**src/rtl/ppsb_pkg.sv**
```systemverilog
`timescale 1ns / 1ps
// ----------------------------------------------------------------------------
// ppsb_pkg
// Shared types and constants for the parallel port to SPI bridge core.
// ----------------------------------------------------------------------------
package ppsb_pkg;

	localparam int unsigned InTdataW  = 24;
	localparam int unsigned OutTdataW = 24;
	localparam int unsigned CountW    = 13;
	localparam int unsigned CfgW      = 16;
	localparam int unsigned PhaseW    = 4;

	localparam logic [7:0]  CmdCtrlMask   = 8'hc0;
	localparam logic [7:0]  CmdLongBit    = 8'h80;
	localparam logic [7:0]  CmdReadBit    = 8'h40;
	localparam logic [7:0]  CmdShortCnt   = 8'h3f;
	localparam logic [7:0]  CmdLowCnt     = 8'h7f;
	localparam logic [7:0]  CmdSubMask    = 8'h3e;
	localparam logic [7:0]  PrefetchByte  = 8'hff;
	localparam logic [15:0] DebounceReset = 16'd50;

	// control command sub codes
	localparam logic [4:0] SubSelect  = 5'd0;
	localparam logic [4:0] SubPresent = 5'd1;
	localparam logic [4:0] SubFast    = 5'd2;

	typedef struct packed {
		logic [2:0] pad;
		logic       ms_tick;
		logic [7:0] spi_rx_byte;
		logic       spi_rx_valid;
		logic       card_detect_n;
		logic [7:0] port_data;
		logic       port_clk;
		logic       req_n;
	} in_item_t;

	typedef struct packed {
		logic [1:0] pad;
		logic       busy_res;
		logic       irq_pulse;
		logic       fast_clock;
		logic       select_n;
		logic       port_data_drive;
		logic [7:0] port_data_out;
		logic [7:0] spi_tx_byte;
		logic       spi_tx_valid;
	} out_item_t;

endpackage

```
**src/rtl/parallel_port_to_spi_bridge_core.sv**
```systemverilog
`timescale 1ns / 1ps
// ----------------------------------------------------------------------------
// parallel_port_to_spi_bridge_core
// Per-cycle pin sample in, per-cycle bridge result out.
// ----------------------------------------------------------------------------
// A sample is taken into the input register, then its result into the
// result register; both stages hold while m_tready stalls the output.
// Throughput: one sample per cycle unless stalled; one-pass state update.
// Reset (arst_n low): phase idle, select high, detect enabled, timer zero,
// debounce_ms 50, both stream stages empty.
module parallel_port_to_spi_bridge_core #(
	parameter int unsigned TIMER_WIDTH = 16
) (
	input  logic        clk,
	input  logic        arst_n,
	input  logic        s_tvalid,
	output logic        s_tready,
	// req_n, port_clk, port_data[7:0], card_detect_n, spi_rx_valid,
	// spi_rx_byte[7:0], ms_tick, zero pad
	input  logic [23:0] s_tdata,
	output logic        m_tvalid,
	input  logic        m_tready,
	// spi_tx_valid, spi_tx_byte[7:0], port_data_out[7:0], port_data_drive,
	// select_n, fast_clock, irq_pulse, busy_res, zero pad
	output logic [23:0] m_tdata,
	input  logic        cfg_valid,
	output logic        cfg_ready,
	input  logic [15:0] cfg_data
);

	localparam int unsigned CmpW = (TIMER_WIDTH > ppsb_pkg::CfgW) ?
		TIMER_WIDTH : ppsb_pkg::CfgW;
	localparam logic [TIMER_WIDTH-1:0] TimerMax = {TIMER_WIDTH{1'b1}};

	localparam logic [ppsb_pkg::PhaseW-1:0] PH_IDLE    = 4'd0;
	localparam logic [ppsb_pkg::PhaseW-1:0] PH_SECOND  = 4'd1;
	localparam logic [ppsb_pkg::PhaseW-1:0] PH_RD_RX   = 4'd2;
	localparam logic [ppsb_pkg::PhaseW-1:0] PH_RD_CLK  = 4'd3;
	localparam logic [ppsb_pkg::PhaseW-1:0] PH_WR_CLK  = 4'd4;
	localparam logic [ppsb_pkg::PhaseW-1:0] PH_WR_RX   = 4'd5;
	localparam logic [ppsb_pkg::PhaseW-1:0] PH_PRESENT = 4'd6;
	localparam logic [ppsb_pkg::PhaseW-1:0] PH_DONE    = 4'd7;

	// stream stages
	logic                 v_s1;
	ppsb_pkg::in_item_t   in_s1;
	logic                 out_valid_q;
	ppsb_pkg::out_item_t  out_q;
	logic                 adv;

	// bridge state
	logic [ppsb_pkg::PhaseW-1:0]  phase_q, phase_d;
	logic [ppsb_pkg::CountW-1:0]  count_q, count_d;
	logic                         last_clk_q, last_clk_d;
	logic                         last_req_q;
	logic                         read_dir_q, read_dir_d;
	logic [7:0]                   held_rx_q, held_rx_d;
	logic [7:0]                   data_out_q, data_out_d;
	logic                         drive_q, drive_d;
	logic                         select_q, select_d;
	logic                         fast_q, fast_d;
	logic                         detect_en_q, detect_en_d;
	logic                         last_detect_q;
	logic [TIMER_WIDTH-1:0]       timer_q, timer_d;
	logic [ppsb_pkg::CfgW-1:0]    debounce_q;

	logic       req, pclk, fall, rise, toggled, tx_v, irq;
	logic [7:0] d, tx_b;
	logic [4:0] sub;

	assign adv      = !out_valid_q || m_tready;
	assign s_tready = !v_s1 || adv;
	assign cfg_ready = 1'b1;
	assign m_tvalid = out_valid_q;
	assign m_tdata  = out_q;

	assign req     = in_s1.req_n;
	assign pclk    = in_s1.port_clk;
	assign d       = in_s1.port_data;
	assign fall    = last_req_q && !req;
	assign rise    = !last_req_q && req;
	assign toggled = pclk != last_clk_q;
	assign sub     = 5'((d & ppsb_pkg::CmdSubMask) >> 1);

	always_comb begin
		phase_d     = phase_q;
		count_d     = count_q;
		last_clk_d  = last_clk_q;
		read_dir_d  = read_dir_q;
		held_rx_d   = held_rx_q;
		data_out_d  = data_out_q;
		drive_d     = drive_q;
		select_d    = select_q;
		fast_d      = fast_q;
		tx_v        = 1'b0;
		tx_b        = 8'h00;
		case (phase_q)
			PH_SECOND: begin
				if (toggled) begin
					last_clk_d = pclk;
					read_dir_d = d[7];
					count_d    = count_q | ppsb_pkg::CountW'(d & ppsb_pkg::CmdLowCnt);
					if (d[7]) begin
						tx_v    = 1'b1;
						tx_b    = ppsb_pkg::PrefetchByte;
						phase_d = PH_RD_RX;
					end else begin
						phase_d = PH_WR_CLK;
					end
				end else if (req) begin
					phase_d = PH_IDLE; data_out_d = 8'h00; drive_d = 1'b0;
				end
			end
			PH_RD_RX: begin
				if (in_s1.spi_rx_valid) begin
					held_rx_d = in_s1.spi_rx_byte;
					phase_d   = PH_RD_CLK;
				end else if (req) begin
					phase_d = PH_IDLE; data_out_d = 8'h00; drive_d = 1'b0;
				end
			end
			PH_RD_CLK: begin
				if (toggled) begin
					data_out_d = held_rx_q;
					drive_d    = 1'b1;
					if (count_q == '0) begin
						phase_d = PH_DONE;
					end else begin
						tx_v       = 1'b1;
						tx_b       = ppsb_pkg::PrefetchByte;
						last_clk_d = pclk;
						count_d    = count_q - 1'b1;
						phase_d    = PH_RD_RX;
					end
				end else if (req) begin
					phase_d = PH_IDLE; data_out_d = 8'h00; drive_d = 1'b0;
				end
			end
			PH_WR_CLK: begin
				if (toggled) begin
					tx_v       = 1'b1;
					tx_b       = d;
					last_clk_d = pclk;
					phase_d    = PH_WR_RX;
				end else if (req) begin
					phase_d = PH_IDLE; data_out_d = 8'h00; drive_d = 1'b0;
				end
			end
			PH_WR_RX: begin
				if (in_s1.spi_rx_valid) begin
					if (count_q == '0) begin
						phase_d = PH_DONE;
					end else begin
						count_d = count_q - 1'b1;
						phase_d = PH_WR_CLK;
					end
				end else if (req) begin
					phase_d = PH_IDLE; data_out_d = 8'h00; drive_d = 1'b0;
				end
			end
			PH_PRESENT: begin
				if (toggled) begin
					last_clk_d = pclk;
					data_out_d = {7'd0, !in_s1.card_detect_n};
					drive_d    = 1'b1;
					phase_d    = PH_DONE;
				end else if (req) begin
					phase_d = PH_IDLE; data_out_d = 8'h00; drive_d = 1'b0;
				end
			end
			PH_DONE: begin
				if (req) begin
					phase_d = PH_IDLE; data_out_d = 8'h00; drive_d = 1'b0;
				end
			end
			default: begin
				// idle, and any unused phase code falls back here
				phase_d = PH_IDLE;
				if (fall) begin
					last_clk_d = pclk;
					if ((d & ppsb_pkg::CmdCtrlMask) != ppsb_pkg::CmdCtrlMask) begin
						if ((d & ppsb_pkg::CmdLongBit) == 8'h00) begin
							read_dir_d = (d & ppsb_pkg::CmdReadBit) != 8'h00;
							count_d    = ppsb_pkg::CountW'(d & ppsb_pkg::CmdShortCnt);
							if ((d & ppsb_pkg::CmdReadBit) != 8'h00) begin
								tx_v    = 1'b1;
								tx_b    = ppsb_pkg::PrefetchByte;
								phase_d = PH_RD_RX;
							end else begin
								phase_d = PH_WR_CLK;
							end
						end else begin
							// high count bits now, low bits with the second byte
							count_d = {d[5:0], 7'd0};
							phase_d = PH_SECOND;
						end
					end else begin
						phase_d = PH_DONE;
						case (sub)
							ppsb_pkg::SubSelect:  select_d = !d[0];
							ppsb_pkg::SubPresent: phase_d  = PH_PRESENT;
							ppsb_pkg::SubFast:    fast_d   = d[0];
							default: ;
						endcase
					end
				end
			end
		endcase
	end

	// card detect gating and debounce timer
	always_comb begin
		detect_en_d = detect_en_q;
		if (fall)
			detect_en_d = 1'b0;
		if (rise)
			detect_en_d = 1'b1;
		irq     = (in_s1.card_detect_n != last_detect_q) && detect_en_d &&
			(CmpW'(timer_q) >= CmpW'(debounce_q));
		timer_d = timer_q;
		if (irq)
			timer_d = '0;
		else if (in_s1.ms_tick && timer_q != TimerMax)
			timer_d = timer_q + 1'b1;
	end

	always_ff @(posedge clk or negedge arst_n) begin
		if (!arst_n) begin
			debounce_q <= ppsb_pkg::DebounceReset;
		end else if (cfg_valid) begin
			debounce_q <= cfg_data;
		end
	end

	always_ff @(posedge clk or negedge arst_n) begin
		if (!arst_n) begin
			v_s1 <= 1'b0;
		end else if (s_tready) begin
			v_s1 <= s_tvalid;
		end
	end

	always_ff @(posedge clk) begin
		if (s_tready && s_tvalid)
			in_s1 <= s_tdata;
	end

	// advance the sample in stage one into the result register
	always_ff @(posedge clk or negedge arst_n) begin
		if (!arst_n) begin
			out_valid_q   <= 1'b0;
			phase_q       <= PH_IDLE;
			count_q       <= '0;
			last_clk_q    <= 1'b0;
			last_req_q    <= 1'b1;
			read_dir_q    <= 1'b0;
			held_rx_q     <= 8'h00;
			data_out_q    <= 8'h00;
			drive_q       <= 1'b0;
			select_q      <= 1'b1;
			fast_q        <= 1'b0;
			detect_en_q   <= 1'b1;
			last_detect_q <= 1'b1;
			timer_q       <= '0;
		end else if (adv) begin
			out_valid_q <= v_s1;
			if (v_s1) begin
				phase_q       <= phase_d;
				count_q       <= count_d;
				last_clk_q    <= last_clk_d;
				last_req_q    <= req;
				read_dir_q    <= read_dir_d;
				held_rx_q     <= held_rx_d;
				data_out_q    <= data_out_d;
				drive_q       <= drive_d;
				select_q      <= select_d;
				fast_q        <= fast_d;
				detect_en_q   <= detect_en_d;
				last_detect_q <= in_s1.card_detect_n;
				timer_q       <= timer_d;
			end
		end
	end

	always_ff @(posedge clk) begin
		if (adv && v_s1) begin
			out_q.pad             <= '0;
			out_q.busy_res        <= phase_d != PH_IDLE;
			out_q.irq_pulse       <= irq;
			out_q.fast_clock      <= fast_d;
			out_q.select_n        <= select_d;
			out_q.port_data_drive <= drive_d;
			out_q.port_data_out   <= data_out_d;
			out_q.spi_tx_byte     <= tx_b;
			out_q.spi_tx_valid    <= tx_v;
		end
	end

endmodule

```
**config.mk**
```make
export PLATFORM = sky130hd
export DESIGN_NAME = parallel_port_to_spi_bridge_core
export DESIGN_NICKNAME = d
export VERILOG_FILES = /design/src/rtl/ppsb_pkg.sv /design/src/rtl/parallel_port_to_spi_bridge_core.sv
export SDC_FILE = /design/constraint.sdc
export NUM_CORES = 1
export LEC_CHECK = 0
export ABC_CLOCK_PERIOD_IN_PS = 2200
export BUFFER_PORTS_ARGS = -buffer_cell sky130_fd_sc_hd__buf_2
export CELL_PAD_IN_SITES_DETAIL_PLACEMENT = 1
export CELL_PAD_IN_SITES_GLOBAL_PLACEMENT = 1
export CORE_MARGIN = 4
export CORE_UTILIZATION = 41
export CTS_CLUSTER_SIZE = 12
export DETAILED_ROUTE_END_ITERATION = 8
export PLACE_DENSITY = 0.77
export SLEW_MARGIN = 10
export SYNTH_ARGS = -nofsm -noshare
export SYNTH_HDL_FRONTEND = slang
export SYNTH_SLANG_ARGS = --single-unit
```
**constraint.sdc**
```tcl
create_clock -name clk -period 2.2 [get_ports clk]
set_input_delay 0.22 -clock clk [delete_from_list [all_inputs] [get_ports clk]]
set_output_delay 0.22 -clock clk [all_outputs]
set_load 0.02 [all_outputs]
```
==> results of run 1 <==
==> worst paths after layout <==
check / start / to / cells after the start
max: timer_q[0] / timer_q[1] / 9
min: cfg_data[12] / debounce_q[12] / 3
max reg2reg: timer_q[0] / timer_q[1] / 9
min reg2reg: last_detect_q / last_detect_q / 2
max in group asynchronous: arst_n / debounce_q[5] / 3
min in group asynchronous: arst_n / count_q[10] / 2
==> repair_timing <==
action | CTS | global route
hold buffers | 25 | 0
gates resized for setup | 15 | 40
setup buffers | 6 | 9
endpoints found under the hold margin | 59 | 0
endpoints found under the setup margin | 19 | 41
pin swaps | 7 | 16
==> final cells by class <==
class | instances | area, sq um | share of cell area
clock buffers | 21 | 440 | 0.0537
clock inverters | 11 | 181 | 0.0221
multi-input cells | 414 | 2850 | 0.347
well taps | 180 | 225 | 0.0275
repair buffers | 171 | 1230 | 0.150
inverters | 33 | 124 | 0.0151
flip-flops and latches | 117 | 3160 | 0.385
==> worst reg2reg max path: stages, from the launching register on <==
cell	delay (ps)
dfrtp_1	410
inv_2	80
ha_4	200
nand2b_4	150
a2111oi_4	380
nor4b_2	110
o41ai_2	290
buf_4	250
nand2_8	90
o32ai_4	290
==> layout by cell type (no fill, tap or decap), types with 4 or more instances in the layout <==
| cell | instances |
|---|---|
| mux2_2 | 12 |
| o21ai_2 | 4 |
| and2_1 | 6 |
| nor2_1 | 44 |
| ha_1 | 17 |
| nor3_1 | 12 |
| o21a_1 | 5 |
| dfrtp_1 | 64 |
| buf_2 | 64 |
| clkbuf_16 | 17 |
| dfstp_2 | 7 |
| nand4_1 | 8 |
| o21ai_1 | 5 |
| bufinv_16 | 5 |
| xor2_1 | 5 |
| xnor2_1 | 6 |
| buf_4 | 76 |
| a21oi_1 | 33 |
| nand2b_1 | 6 |
| a21o_1 | 11 |
| nand2_1 | 63 |
| edfxtp_1 | 43 |
| o21ai_0 | 45 |
| nand3_1 | 19 |
| a22o_1 | 14 |
| inv_1 | 30 |
| dlygate4sd3_1 | 25 |
| clkbuf_1 | 4 |
==> cells by family (layout without fill, tap and decap cells) <==
group                    count (synthesis)  in the layout  synth area share
AO/OA/AOI/OAI                          162            162             0.177
XOR/XNOR                                13             13            0.0190
adder cells (fa/ha/maj)                 21             21            0.0438
buffers and inverters                   59            236            0.0425
flip-flops                             117            117             0.525
multiplexers                            13             13            0.0242
other                                    2              3           0.00125
AND/OR/NAND/NOR                        202            202             0.167
==> sequential cells by signal, indices dropped and copies added, names as in the netlist <==
name / count
pclk: 1
last_req_q: 1
data_out_q: 8
drive_q: 1
in_s1: 11
d: 8
m_tvalid: 1
count_q: 13
m_tdata: 22
select_q: 1
detect_en_q: 1
phase_q: 4
debounce_q: 16
held_rx_q: 8
v_s1: 1
fast_q: 1
last_clk_q: 1
timer_q: 16
req: 1
last_detect_q: 1
==> metal layers <==
metal,wire length [um],up-vias,GRT usage
met5,0,-,0
met4,834,0,0.116
met3,1170,73,0.0602
met2,10800,239,0.427
met1,8460,2817,0.297
li1,-,2460,-
==> power groups by stage <==
stage	clock (mW)	sequential, mW	combinational [mW]
final	3.04	3.22	3.72
after detailed placement	0	3.20	3.15
after CTS	3.02	3.17	3.38
after global placement	0	3.15	2.96
after floorplan	0	3.19	1.84
after global routing	3.16	3.27	4.04
==> flow_summary.ini, run 1 <==
[power]
pwr-share-clk = 0.304
intPower_mw = 6.43
leakagePower_nw = 3.63
power.total_mw = 9.99
ir_worst_vdd_mv = 0.649
seq_power_share = 0.323
combPwrFrac = 0.373
net-switching-power_mw = 3.56
power_density_nw_per_um2 = 1220
switching_share = 0.357

[placed_design]
hpwl_um = 12500
numPortBuffers = 65
place_congestion = 0.895
place_area_sq_um = 6950
place_inst = 876
place_ws_ps = -274

[critical_path]
crit_arrival_ps = 2680
critPathTopFamily = compound AO/OA/AOI/OAI gates
critical_path_class = flop to flop
cp_slowest_stage_delay_ps = 410
start_kind = flop
required_ps = 2520
end_kind = flop
crit_buf_inv = 2
crit_path_top_delay_cell = dfrtp_1
r2r_setup_slack_ps = -150
critPathMaxFanout = 4
cp_cell_sequence = inv_2, ha_4, nand2b_4, a2111oi_4, nor4b_2, o41ai_2, buf_4, nand2_8, o32ai_4

[synthesis]
synth_flop_cell = dfrtp_1
synth_area_leader_cell = dfrtp_1
ys_seq_area_frac = 0.525
yosysMostFrequentCell = dfrtp_1
synthArstFlopShare = 0.632
yosysTopAreaCellShare = 0.279
ys_types = 73
ys_warn_count = 0
ys_top_cells_by_count = dfrtp_1, nand2_1, nor2_1
ys_seq_elements = 117
syn_area_per_cell_sq_um = 10.2
synthTopCellsByArea = dfrtp_1, edfxtp_1, ha_1, o21ai_0, nand2_1
synth-edff-count = 43
synth_cells = 589
netlist_area_sq_um = 6000

[worst_hold_path]
hp-class = input port to flop

[detailed_routing]
ant_nets = 0
drtIter0Drc = 489
wl_per_cell_um = 22.5
vias_per_cell = 5.90
drt_pass1_iterations = 5
vias = 5589
drc = 0
wl_um = 21300

[sta]
finalHoldViolCount = 0
setup_violations = 17
fmax_ghz = 0.425
rsz0062_at_grt = yes
period_needed_ps = 2350
layout_setup_ws_ps = -154
min_period_over_period = 1.07
slew_headroom = 0.629
setup-tns-final_ps = -1520
worstMarginPinSlew_ps = 552
finClkSkew_ps = 16.2
maxSlewViolCount = 0
whs_ps = 16.6

[floorplan]
row_count = 43
die_w_um = 129
pin_count = 72
start_util = 0.426
core-area_sq_um = 14100
dieArea_sq_um = 16600
die_y_um = 129

[finish]
finalInstanceArea_sq_um = 8200
drive_above_1_share = 0.312
nNetsFinal = 820
final_util = 0.582
areaGrowthSynthToFinish_pct = 36.7
nFillCells = 1550
stdcell_count = 947
antenna_cells = 0

[run_status]
status = finished, violations left
violations = negative setup slack

[clock_network]
ctsRootBufferMaster = clkbuf_16
h-tree-depth = 4
clk_latency_ps = 430
cts.sinks = 117
cts_tree = built
clock_path_buffers = 2
clk_pin_slew_ps = 70
cts_made_buffers = 17

[grt]
antenna_found_initial = 0
grt_pass1_wl_um = 32100
grt_pass1_vias = 6097
grt_max_degree = 43
track_usage = 0.250
grt-ovfl-total = 0

[flow_run]
drv_cap = 0
No activity file was read; power rests on OpenSTA's default activity.
==> inputs of run 2 (changes only) <==
PLACE_DENSITY = 0.72   (was 0.77)
==> run 2 against run 1 <==
Effect of this change: the flow still finishes with violations (negative setup slack); flip-flop and latch count stayed put; register-to-register slack better by 99 ps; cell area is 1.3% lower; sequential share of layout area is 0.54 points higher; first-iteration DRC count is 45% lower; largest cell class unchanged; largest power group unchanged.
==> flow_summary.ini, run 2 (same netlist as run 1, synthesis figures left out) <==
[detailed_routing]
drc = 0
wl_um = 18000
vias_per_cell = 5.50
drt_pass1_iterations = 4
drtIter0Drc = 271
vias = 5146
wl_per_cell_um = 19.3
ant_nets = 0

[sta]
min_period_over_period = 1.02
finalHoldViolCount = 0
fmax_ghz = 0.444
whs_ps = 9.12
period_needed_ps = 2250
setup_violations = 3
setup-tns-final_ps = -78.5
finClkSkew_ps = 6.79
maxSlewViolCount = 0
layout_setup_ws_ps = -54.5
rsz0062_at_grt = yes

[run_status]
violations = negative setup slack
status = finished, violations left

[finish]
final_cell_mix = buf_2, nand2_1, dfrtp_1, buf_4, o21ai_0
areaGrowthSynthToFinish_pct = 34.9
stdcell_count = 935
nFillCells = 1529
final_util = 0.574
nNetsFinal = 808
drive_above_1_share = 0.317
antenna_cells = 0
largest_reg_flops = 22
layout_commonest_cell = buf_2

[grt]
grt_max_degree = 75
antenna_found_initial = 0
grt_pass1_wl_um = 29600
grt-ovfl-total = 0
grt_pass1_vias = 5778
track_usage = 0.229

[critical_path]
end_kind = flop
cp_slowest_stage_delay_ps = 530
cp_cell_sequence = inv_2, ha_4, a2111oi_4, nor4b_2, o41ai_2, buf_4, buf_6, nand3_1, o22ai_2
critical_path_class = flop to flop
start_kind = flop
required_ps = 2540
crit_arrival_ps = 2600
crit_path_top_delay_cell = dfstp_2
critPathMaxFanout = 4

[power]
ir_worst_vdd_mv = 0.649
seq_power_share = 0.334
leakagePower_nw = 3.58
switching_share = 0.353
power.total_mw = 9.57
combPwrFrac = 0.369
power_density_nw_per_um2 = 1180
pwr-share-clk = 0.297
intPower_mw = 6.19
net-switching-power_mw = 3.38

[floorplan]
row_count = 43
die_y_um = 129
pin_count = 72
core-area_sq_um = 14100
start_util = 0.426
dieArea_sq_um = 16600
die_w_um = 129

[placed_design]
place_inst = 877
numPortBuffers = 65
hpwl_um = 11700
place_congestion = 0.891

[clock_network]
cts_tree = built
ctsRootBufferMaster = clkbuf_16
clock_path_buffers = 2
h-tree-depth = 4
clk_pin_slew_ps = 60
cts_made_buffers = 17
cts.sinks = 117
clk_latency_ps = 430

[flow_run]
drv_cap = 0

[worst_hold_path]
hp-class = input port to flop
## run 2: cell types whose count changed in the layout (fill, tap and decap cells not counted), sizes merged
cell,delta
buf,-10
dlygate4sd3,-2
clkinv,+3
bufinv,-2
clkinvlp,+2
inv,+1
clkbuf,-4
## run 2: critical path: cells and delay by family (launching register included)
kind / cells / cell delay [ps]
DFF: 1 / 530
buffers and inverters: 3 / 380
and+or+nand+nor: 2 / 200
adders and majority gates: 1 / 220
AOI/OAI and AO/OA: 3 / 830
## run 2: path summary, 6_finish.rpt
| path | from | endpoint | slack, ps | cells past startpoint |
|---|---|---|---|---|
| worst max-delay path | debounce_q[1] | timer_q[2] | -50 | 9 |
| worst min-delay path | cfg_data[7] | debounce_q[7] | 9 | 3 |
| worst max register to register | debounce_q[1] | timer_q[2] | -50 | 9 |
| worst min register to register | last_detect_q | last_detect_q | 470 | 2 |
| max in group asynchronous | arst_n | last_req_q | 1460 | 3 |
| min in group asynchronous | arst_n | count_q[11] | 360 | 3 |
## run 2: power by group through the flow
stage | Sequential [mW] | Combinational, mW | Clock [mW]
5_1_grt | 3.25 | 3.91 | 2.99
4_1_cts | 3.17 | 3.40 | 2.88
3_3_place_gp | 3.16 | 3.03 | 0
3_5_place_dp | 3.18 | 3.16 | 0
2_1_floorplan | 3.19 | 1.84 | 0
6_report | 3.20 | 3.53 | 2.84
## run 2: what timing repair did
action,4_1_cts,5_1_grt
resized for setup,24,33
cloned,1,0
buffers inserted,0,2
endpoints found under the setup margin,21,30
hold buffers,23,0
hold endpoints to repair,89,0
pin swaps,3,5
## run 2: area by class of cell
cell class	count	area [sq um]	share of cell area
clock buffers	17	425	0.0526
well taps	180	225	0.0278
inverters	33	124	0.0153
clock inverters	15	181	0.0224
repair buffers	159	1160	0.143
multi-input cells	414	2820	0.349
flip-flops and latches	117	3160	0.390
## run 2: through the flow
step / instance area (sq um) / setup slack [ps]
global placement: 6980 / 24.7
global route: 8090 / -104
finish: 8090 / -54.5
detailed placement: 6980 / -34.8
floorplan: 6000 / 60.5
CTS: 7940 / -69.3
## run 2: metal layers
layer  track usage  up-vias  routed length (um)
li1              -     2446                   -
met1         0.283     2557                7790
met2         0.397      125                9160
met3        0.0494       18                 829
met4        0.0747        0                 245
met5             0        -                   0
